<file path="config.mk">
export PLATFORM = sky130hd
export DESIGN_NAME = dpx_sample_unpacker
export DESIGN_NICKNAME = d
export VERILOG_FILES = /design/src/sv/dsu_pkg.sv /design/src/sv/dpx_sample_unpacker.sv /design/src/sv/dsu_front.sv /design/src/sv/dsu_queue.sv /design/src/sv/dsu_back.sv
export SDC_FILE = /design/constraint.sdc
export NUM_CORES = 1
export LEC_CHECK = 0
export ABC_CLOCK_PERIOD_IN_PS = 18500
export BUFFER_PORTS_ARGS = -buffer_cell sky130_fd_sc_hd__buf_2
export CORE_ASPECT_RATIO = 1.4
export CORE_UTILIZATION = 68
export DETAILED_ROUTE_END_ITERATION = 12
export PLACE_DENSITY = 0.87
export SLEW_MARGIN = 20
export SYNTH_ARGS = -nofsm -noshare
export SYNTH_HDL_FRONTEND = slang
export SYNTH_SLANG_ARGS = --single-unit
</file>
<file path="constraint.sdc">
create_clock -name clock -period 18.5 [get_ports clock]
set_clock_uncertainty 0.15 [all_clocks]
set_input_delay 2.775 -clock clock [delete_from_list [all_inputs] [get_ports clock]]
set_output_delay 2.775 -clock clock [all_outputs]
set_load 0.01 [all_outputs]
</file>
<file path="src/sv/dsu_pkg.sv">
`timescale 1ns / 1ps

package dsu_pkg;

   localparam int WORD_BITS = 32;
   localparam int WORD_CNT_W = $clog2(WORD_BITS + 1);

   // packing_mode codes
   localparam logic [1:0] MODE_PACKED   = 2'd0;
   localparam logic [1:0] MODE_FILLED_A = 2'd1;
   localparam logic [1:0] MODE_FILLED_B = 2'd2;

   // register indexes on the csr port
   localparam logic [1:0] CSR_PACKING_MODE     = 2'd0;
   localparam logic [1:0] CSR_BIT_DEPTH        = 2'd1;
   localparam logic [1:0] CSR_SWAP_BYTES       = 2'd2;
   localparam logic [1:0] CSR_SAMPLES_PER_LINE = 2'd3;

   localparam logic [9:0] FILLED_MASK = 10'h3FF;

   typedef enum logic [1:0] {
      KIND_PACKED,
      KIND_FILLED_A,
      KIND_FILLED_B
   } kind_type;

   typedef struct packed {
      kind_type               kind;
      logic [WORD_BITS-1:0]   word;
   } job_type;

   typedef struct packed {
      logic [1:0]  packing_mode;
      logic [4:0]  bit_depth;
      logic        swap_bytes;
      logic [15:0] samples_per_line;
   } cfg_type;

   // depth 0 behaves as 1, anything above 16 as 16
   function automatic logic [4:0] eff_depth(input logic [4:0] depth);
      logic [4:0] res;
      if (depth == 5'd0) begin
         res = 5'd1;
      end else if (depth > 5'd16) begin
         res = 5'd16;
      end else begin
         res = depth;
      end
      return res;
   endfunction

endpackage

</file>
<file path="src/sv/dpx_sample_unpacker.sv">
`timescale 1ns / 1ps

// DPX sample unpacker: 32-bit image words in, 16-bit samples out, one sample
// per clock from the unpack engine unless rsp_stall holds it. A word yields
// three samples in filled modes A/B unless a line ends first, and up to 32 in
// packed 1-bit data; a packed sample never needs more than 16 bits, so every
// packed word completes at least one sample. Words taken in packing mode 3
// are dropped at the input. A
// QUEUE_DEPTH-entry queue sits between the input and the engine, and the
// sample output is registered, so the input keeps taking words while a
// sample waits. Registers may only be written while the block is idle;
// writing packing_mode or bit_depth drops any part-assembled packed sample.
module dpx_sample_unpacker #(
   parameter int QUEUE_DEPTH = 2
) (
   input  logic                           clock,
   input  logic                           reset,
   input  logic                           req_valid,
   output logic                           req_stall,
   input  logic [dsu_pkg::WORD_BITS-1:0]  req_data_word,
   output logic                           rsp_valid,
   input  logic                           rsp_stall,
   output logic [15:0]                    rsp_sample,
   output logic                           rsp_end_of_line,
   output logic                           rsp_last,
   input  logic                           csr_valid,
   output logic                           csr_ready,
   input  logic [1:0]                     csr_index,
   input  logic [15:0]                    csr_wdata
);
   import dsu_pkg::*;

   cfg_type  cfg_ff;
   logic     csr_we;
   logic     clr_partial;
   logic     q_full, q_push, q_pop, q_valid;
   job_type  push_job, pop_job;

   assign csr_ready   = 1'b1;
   assign csr_we      = csr_valid && csr_ready;
   assign clr_partial = csr_we && ((csr_index == CSR_PACKING_MODE) ||
                                   (csr_index == CSR_BIT_DEPTH));

   always_ff @(posedge clock) begin
      if (reset) begin
         cfg_ff.packing_mode     <= MODE_PACKED;
         cfg_ff.bit_depth        <= 5'd10;
         cfg_ff.swap_bytes       <= 1'b0;
         cfg_ff.samples_per_line <= 16'd1920;
      end else if (csr_we) begin
         unique case (csr_index)
            CSR_PACKING_MODE:     cfg_ff.packing_mode     <= csr_wdata[1:0];
            CSR_BIT_DEPTH:        cfg_ff.bit_depth        <= csr_wdata[4:0];
            CSR_SWAP_BYTES:       cfg_ff.swap_bytes       <= csr_wdata[0];
            CSR_SAMPLES_PER_LINE: cfg_ff.samples_per_line <= csr_wdata;
            default:              ;
         endcase
      end
   end

   dsu_front u_front (
      .cfg           (cfg_ff),
      .req_valid     (req_valid),
      .req_data_word (req_data_word),
      .req_stall     (req_stall),
      .q_full        (q_full),
      .q_push        (q_push),
      .q_job         (push_job)
   );

   dsu_queue #(
      .DEPTH (QUEUE_DEPTH)
   ) u_queue (
      .clock     (clock),
      .reset     (reset),
      .push      (q_push),
      .push_job  (push_job),
      .full      (q_full),
      .pop       (q_pop),
      .pop_valid (q_valid),
      .pop_job   (pop_job)
   );

   dsu_back u_back (
      .clock           (clock),
      .reset           (reset),
      .cfg             (cfg_ff),
      .clr_partial     (clr_partial),
      .q_valid         (q_valid),
      .q_job           (pop_job),
      .q_pop           (q_pop),
      .rsp_valid       (rsp_valid),
      .rsp_stall       (rsp_stall),
      .rsp_sample      (rsp_sample),
      .rsp_end_of_line (rsp_end_of_line),
      .rsp_last        (rsp_last)
   );

   // a line end always closes the word's beats
   a_eol_is_last: assert property (@(posedge clock) disable iff (reset)
      rsp_valid && rsp_end_of_line |-> rsp_last)
      else $error("end of line without last");

   // packed samples carry only the high byte
   a_packed_low_zero: assert property (@(posedge clock) disable iff (reset)
      rsp_valid && (cfg_ff.packing_mode == MODE_PACKED) |-> rsp_sample[7:0] == 8'h00)
      else $error("packed sample with low byte set");

   // filled samples are 10 bits left-aligned
   a_filled_low_zero: assert property (@(posedge clock) disable iff (reset)
      rsp_valid && ((cfg_ff.packing_mode == MODE_FILLED_A) ||
                    (cfg_ff.packing_mode == MODE_FILLED_B))
      |-> rsp_sample[5:0] == 6'd0)
      else $error("filled sample not left-aligned");

   // no beat straight out of reset
   a_quiet_after_reset: assert property (@(posedge clock)
      !reset && $past(reset) |-> !rsp_valid)
      else $error("result beat right after reset");

endmodule

</file>
<file path="src/sv/dsu_front.sv">
`timescale 1ns / 1ps

module dsu_front (
   input  dsu_pkg::cfg_type               cfg,
   input  logic                           req_valid,
   input  logic [dsu_pkg::WORD_BITS-1:0]  req_data_word,
   output logic                           req_stall,
   input  logic                           q_full,
   output logic                           q_push,
   output dsu_pkg::job_type               q_job
);
   import dsu_pkg::*;

   logic [WORD_BITS-1:0] word;
   logic                 keep;

   assign word = cfg.swap_bytes ?
                 {req_data_word[7:0], req_data_word[15:8],
                  req_data_word[23:16], req_data_word[31:24]} :
                 req_data_word;

   // mode 3 beats are taken and dropped here
   always_comb begin
      keep       = 1'b1;
      q_job.word = word;
      q_job.kind = KIND_PACKED;
      unique case (cfg.packing_mode)
         MODE_PACKED:   q_job.kind = KIND_PACKED;
         MODE_FILLED_A: q_job.kind = KIND_FILLED_A;
         MODE_FILLED_B: q_job.kind = KIND_FILLED_B;
         default:       keep = 1'b0;
      endcase
   end

   assign req_stall = q_full;
   assign q_push    = req_valid && !q_full && keep;

endmodule

</file>
<file path="src/sv/dsu_queue.sv">
`timescale 1ns / 1ps

module dsu_queue #(
   parameter int DEPTH = 2
) (
   input  logic              clock,
   input  logic              reset,
   input  logic              push,
   input  dsu_pkg::job_type  push_job,
   output logic              full,
   input  logic              pop,
   output logic              pop_valid,
   output dsu_pkg::job_type  pop_job
);
   import dsu_pkg::*;

   localparam int PTR_W = (DEPTH > 1) ? $clog2(DEPTH) : 1;
   localparam int CNT_W = $clog2(DEPTH + 1);

   job_type            mem_ff [DEPTH];
   logic [PTR_W-1:0]   wr_ptr_ff, wr_ptr_in;
   logic [PTR_W-1:0]   rd_ptr_ff, rd_ptr_in;
   logic [CNT_W-1:0]   count_ff, count_in;
   logic               do_push, do_pop;

   assign full      = (count_ff == CNT_W'(DEPTH));
   assign pop_valid = (count_ff != '0);
   assign pop_job   = mem_ff[rd_ptr_ff];
   assign do_push   = push && !full;
   assign do_pop    = pop && pop_valid;

   always_comb begin
      wr_ptr_in = wr_ptr_ff;
      rd_ptr_in = rd_ptr_ff;
      count_in  = count_ff;
      if (do_push) begin
         wr_ptr_in = (wr_ptr_ff == PTR_W'(DEPTH - 1)) ? '0 : wr_ptr_ff + 1'b1;
      end
      if (do_pop) begin
         rd_ptr_in = (rd_ptr_ff == PTR_W'(DEPTH - 1)) ? '0 : rd_ptr_ff + 1'b1;
      end
      if (do_push && !do_pop) begin
         count_in = count_ff + 1'b1;
      end else if (do_pop && !do_push) begin
         count_in = count_ff - 1'b1;
      end
   end

   always_ff @(posedge clock) begin
      if (reset) begin
         wr_ptr_ff <= '0;
         rd_ptr_ff <= '0;
         count_ff  <= '0;
      end else begin
         wr_ptr_ff <= wr_ptr_in;
         rd_ptr_ff <= rd_ptr_in;
         count_ff  <= count_in;
      end
      if (do_push) begin
         mem_ff[wr_ptr_ff] <= push_job;
      end
   end

endmodule

</file>
<file path="src/sv/dsu_back.sv">
`timescale 1ns / 1ps

module dsu_back (
   input  logic              clock,
   input  logic              reset,
   input  dsu_pkg::cfg_type  cfg,
   input  logic              clr_partial,
   input  logic              q_valid,
   input  dsu_pkg::job_type  q_job,
   output logic              q_pop,
   output logic              rsp_valid,
   input  logic              rsp_stall,
   output logic [15:0]       rsp_sample,
   output logic              rsp_end_of_line,
   output logic              rsp_last
);
   import dsu_pkg::*;

   logic                   busy_ff, busy_in;
   kind_type               kind_ff, kind_in;
   logic [WORD_BITS-1:0]   rem_ff, rem_in;
   logic [WORD_CNT_W-1:0]  avail_ff, avail_in;
   logic [1:0]             idx_ff, idx_in;
   logic [15:0]            partial_ff, partial_in;
   logic [4:0]             pbits_ff, pbits_in;
   logic [15:0]            line_ff, line_in;
   logic                   out_valid_ff, out_valid_in;
   logic [15:0]            out_sample_ff, out_sample_in;
   logic                   out_eol_ff, out_eol_in;
   logic                   out_last_ff, out_last_in;

   logic                   step_en, done_now, load_en;
   logic [4:0]             n, need;
   logic                   fits;
   logic [15:0]            mask16, chunk, full_sample;
   logic [WORD_BITS-1:0]   rem_next;
   logic [WORD_CNT_W-1:0]  avail_next;
   logic [7:0]             v8;
   logic [16:0]            line_next, limit;
   logic                   eol;
   logic [4:0]             fshift;
   logic [WORD_BITS-1:0]   fword;

   assign n      = eff_depth(cfg.bit_depth);
   assign need   = n - pbits_ff;
   assign fits   = ({{(WORD_CNT_W-5){1'b0}}, need} <= avail_ff);
   assign mask16 = ~(16'hFFFF << need);
   assign chunk  = rem_ff[15:0] & mask16;
   assign full_sample = partial_ff | (chunk << pbits_ff);
   assign rem_next    = rem_ff >> need;
   assign avail_next  = avail_ff - WORD_CNT_W'(need);

   // reduce to 8 bits: drop low bits for deep samples, pad shallow ones
   always_comb begin
      if (n >= 5'd8) begin
         v8 = 8'(full_sample >> (n - 5'd8));
      end else begin
         v8 = 8'(full_sample << (5'd8 - n));
      end
   end

   assign line_next = {1'b0, line_ff} + 17'd1;
   assign limit     = (cfg.samples_per_line == 16'd0) ? 17'h10000 :
                      {1'b0, cfg.samples_per_line};
   assign eol       = (line_next >= limit);

   always_comb begin
      fshift = 5'd0;
      unique case ({kind_ff == KIND_FILLED_A, idx_ff})
         3'b1_00: fshift = 5'd22;
         3'b1_01: fshift = 5'd12;
         3'b1_10: fshift = 5'd2;
         3'b0_00: fshift = 5'd20;
         3'b0_01: fshift = 5'd10;
         3'b0_10: fshift = 5'd0;
         default: fshift = 5'd0;
      endcase
   end
   assign fword = rem_ff >> fshift;

   assign step_en = busy_ff && (!out_valid_ff || !rsp_stall);

   always_comb begin
      busy_in       = busy_ff;
      kind_in       = kind_ff;
      rem_in        = rem_ff;
      avail_in      = avail_ff;
      idx_in        = idx_ff;
      partial_in    = partial_ff;
      pbits_in      = pbits_ff;
      line_in       = line_ff;
      out_valid_in  = out_valid_ff && rsp_stall;
      out_sample_in = out_sample_ff;
      out_eol_in    = out_eol_ff;
      out_last_in   = out_last_ff;
      done_now      = 1'b0;

      if (step_en) begin
         if (kind_ff == KIND_PACKED) begin
            if (!fits) begin
               // word runs out before the sample is complete: keep its bits
               partial_in = partial_ff | 16'(rem_ff[15:0] << pbits_ff);
               pbits_in   = pbits_ff + 5'(avail_ff);
               done_now   = 1'b1;
            end else begin
               out_valid_in  = 1'b1;
               out_sample_in = {v8, 8'h00};
               out_eol_in    = eol;
               line_in       = eol ? 16'd0 : line_next[15:0];
               rem_in        = rem_next;
               avail_in      = avail_next;
               partial_in    = 16'd0;
               pbits_in      = 5'd0;
               if (eol || avail_next < WORD_CNT_W'(n)) begin
                  out_last_in = 1'b1;
                  done_now    = 1'b1;
                  if (!eol) begin
                     // leftover bits start the next sample; dropped at line end
                     partial_in = rem_next[15:0];
                     pbits_in   = 5'(avail_next);
                  end
               end else begin
                  out_last_in = 1'b0;
               end
            end
         end else begin
            out_valid_in  = 1'b1;
            out_sample_in = {fword[9:0] & FILLED_MASK, 6'd0};
            out_eol_in    = eol;
            out_last_in   = eol || (idx_ff == 2'd2);
            line_in       = eol ? 16'd0 : line_next[15:0];
            idx_in        = idx_ff + 2'd1;
            done_now      = eol || (idx_ff == 2'd2);
         end
      end

      load_en = q_valid && (!busy_ff || done_now);
      if (load_en) begin
         busy_in  = 1'b1;
         kind_in  = q_job.kind;
         rem_in   = q_job.word;
         avail_in = WORD_CNT_W'(WORD_BITS);
         idx_in   = 2'd0;
      end else if (done_now) begin
         busy_in = 1'b0;
      end

      if (clr_partial) begin
         partial_in = 16'd0;
         pbits_in   = 5'd0;
      end
   end

   assign q_pop = load_en;

   always_ff @(posedge clock) begin
      if (reset) begin
         busy_ff      <= 1'b0;
         partial_ff   <= 16'd0;
         pbits_ff     <= 5'd0;
         line_ff      <= 16'd0;
         out_valid_ff <= 1'b0;
      end else begin
         busy_ff      <= busy_in;
         partial_ff   <= partial_in;
         pbits_ff     <= pbits_in;
         line_ff      <= line_in;
         out_valid_ff <= out_valid_in;
      end
      kind_ff       <= kind_in;
      rem_ff        <= rem_in;
      avail_ff      <= avail_in;
      idx_ff        <= idx_in;
      out_sample_ff <= out_sample_in;
      out_eol_ff    <= out_eol_in;
      out_last_ff   <= out_last_in;
   end

   assign rsp_valid       = out_valid_ff;
   assign rsp_sample      = out_sample_ff;
   assign rsp_end_of_line = out_eol_ff;
   assign rsp_last        = out_last_ff;

endmodule
</file>
==> impl_metrics.json <==
{
  "grt_antenna_before_repair": 1,
  "place.port_buffers": 68,
  "clk_path_buf_depth": 2,
  "hpwl_mm": 36.7,
  "synth_area_leaders": "edfxtp_1 (23%), dfxtp_1 (10%), mux2i_1 (8.8%), nand2_1 (5.3%), a21oi_1 (4.9%)",
  "core_um2": 21200,
  "worstSetupPathType": "reg2reg",
  "num-nets-final": 1782,
  "first_iter_violations": 2291,
  "hold_viol_final": 0,
  "slowest_delay_ps": 760,
  "arrival_ps": 7860,
  "final_layout_size_suffix_gt1_share_pct": 13.2,
  "max_freq_ghz": 0.128,
  "area_growth_pct": 6.49,
  "max_slew.worst_pin.slew_ps": 1190,
  "cts_resized": 0,
  "grt_max_degree": 51,
  "powerDensity_nw_per_um2": 189,
  "cts_tree": "built",
  "yosysWarnings": 0,
  "period_share_pct": 42.2,
  "synthArstFlopShare_pct": 0,
  "synth_ff_type": "edfxtp_1",
  "synth_top_cell_by_area": "edfxtp_1",
  "cts_setup_buffers": 0,
  "grt_overflow": 0,
  "die_height_um": 176,
  "seq_area_frac_synth_pct": 33.6,
  "grt_setup_unrepaired": "false",
  "cts_hold_buf": 0,
  "hp-class": "reg2reg",
  "cp_slowest_cell": "inv_2",
  "io_pins": 76,
  "die_x_um": 126,
  "drt-wirelength-per-cell_um": 27.3,
  "first_pass_iters": 6,
  "grt_pass1_wl_mm": 80.5,
  "cp.required_ps": 18560,
  "synth_area_um2": 14700,
  "cts_sinks": 190,
  "n_antenna_cell": 0,
  "synth.top_cells.by_count": "nand2_1 (207), nor2_1 (148), a21oi_1 (144)",
  "cp-start-kind": "flop",
  "worstSetupEndpointType": "flop",
  "synth.distinct_cells": 86,
  "std_cell_rows": 63,
  "finalSetupViolCount": 0,
  "crit_path_frequent_cell": "buf_4",
  "max-slew-margin-rel_pct": 20.1,
  "p_leak_nw": 6.21,
  "postRouteAntennaNets": 0,
  "grtUsageTotal_pct": 48.5,
  "synth_seq_cells": 190,
  "synth_edf_count": 114,
  "yosysTopAreaCellShare_pct": 23.3,
  "postRouteWirelength_mm": 53.4,
  "dieArea_um2": 22200,
  "final_max_slew_viol_count": 0,
  "cp_cell_sequence": "clkinv_1 > nand2_1 > buf_4 > clkinv_1 > fa_1 > buf_4 > inv_1 > buf_4 > fa_1 > a21o_1 > maj3_1 > xnor2_1 > ha_1 > a21oi_1 > o21ai_0 > or3_1 > a31oi_1 > a21oi_1 > a21bo_2 > inv_2 > mux2_1",
  "initial_core_util_pct": 69.4,
  "cts_max_level": 4,
  "irDropWorstVdd_v": 0.000122,
  "clk_latency_ps": 460,
  "status": "finished clean",
  "grt_pass1_vias": 13900,
  "period_minus_slack_ps": 7800,
  "yosysMostFrequentCell": "nand2_1",
  "finalSetupTns_ps": 0,
  "maxCapViolations": 0,
  "syn_inst": 1696,
  "holdWs_ps": 326,
  "vias": 14600,
  "cp_max_fo": 43,
  "vias_per_cell": 7.46,
  "root_buffer": "clkbuf_16",
  "finalWeightedCongestion": 1.03,
  "drc_errors": 0,
  "clk_pin_slew_worst_paths_ps": 70,
  "cts_made_buffers": 17,
  "syn_avg_cell_area_um2": 8.68
}
## critical path: cells and delay by family, from the launching register on
family	cells	cell delay [ps]
xor+xnor	1	330
buf+inv	7	2600
mux	1	400
compound gates	6	1000
simple gates	2	640
fa+ha+maj	4	1830
flops	1	510
## placed cells by master, fill, tap and decap left out, types with 26 or more instances in the layout
master    instances
nand2_1         207
nor2_1          148
a21oi_1         144
mux2i_1         130
edfxtp_1        114
o21ai_0          85
dfxtp_1          75
buf_2            68
inv_1            55
mux2_2           50
ha_1             40
nor3_1           38
a211oi_1         36
o211ai_1         32
nand3_1          28
nor2b_1          26
buf_4            26
## worst paths after layout
kind / slack [ps] / depth (start not counted) / from / to
min: 330 / 2 / cfg_ff[4] / cfg_ff[4]
max: 10700 / 21 / cfg_ff[21] / u_back.rem_ff[22]
max reg2reg: 10700 / 21 / cfg_ff[21] / u_back.rem_ff[22]
min reg2reg: 330 / 2 / cfg_ff[4] / cfg_ff[4]
## layer usage
layer  global-route usage, %  part of all wire (%)  vias to the layer above
met5                       0                 0.022                        -
met4                    40.6                   9.6                        2
met3                    12.6                    11                      344
met2                    78.3                    46                     1174
met1                    53.6                    33                     6786
li1                        -                     -                     6276
## cell type report
cell class | count | area [um2]
multi-input combinational | 1318 | 9030
fill | 1480 | 5530
sequential | 190 | 4950
timing repair buffer | 94 | 536
clock buffer | 18 | 429
tap | 260 | 325
inverter | 62 | 233
clock inverter | 14 | 176
## power by group
group	leakage, nW	switching (W)	internal [W]
sequential	1.70	0.000163	0.000609
clock	0.294	0.000182	0.000205
combinational	4.22	0.00119	0.000621
## flip-flops by register name, summed over array words and instances (netlist names), named ones only
| register | count |
|---|---|
| u_queue.mem_ff | 68 |
| u_back.rem_ff | 32 |
| cfg_ff | 24 |
| u_back.line_ff | 16 |
| u_back.partial_ff | 16 |
| u_back.rsp_sample | 10 |
| u_back.avail_ff | 6 |
| u_back.pbits_ff | 5 |
| u_back.idx_ff | 2 |
| u_back.kind_ff | 2 |
| u_queue.count_ff | 2 |
| u_back.busy_ff | 1 |
| u_back.rsp_end_of_line | 1 |
| u_back.rsp_last | 1 |
| u_back.rsp_valid | 1 |
| u_queue.rd_ptr_ff | 1 |
| u_queue.wr_ptr_ff | 1 |
## cell families after synthesis
family | synth area share [%]
XOR/XNOR | 2.13
adder cells (fa/ha/maj) | 4.10
AND/OR/NAND/NOR | 16.9
other | 0.0510
multiplexers | 16.8
flip-flops | 33.6
AO/OA/AOI/OAI | 21.0
buffers and inverters | 5.35
## metrics by stage
step / power, W / worst slack [ps] / cells / utilization, % / area, um2
6_report: 0.00297 / 10700 / 1956 / 73.9 / 15700
5_1_grt: 0.00306 / 10350 / 1956 / 73.9 / 15700
4_1_cts: 0.00285 / 10830 / 1956 / 73.9 / 15700
3_5_place_dp: 0.00244 / 10850 / 1924 / 71.1 / 15100
3_3_place_gp: 0.00241 / 11070 / 1924 / 71.1 / 15100
2_1_floorplan: 0.00189 / 11920 / 1701 / - / 14700
Power figures use the tool's default switching activity.
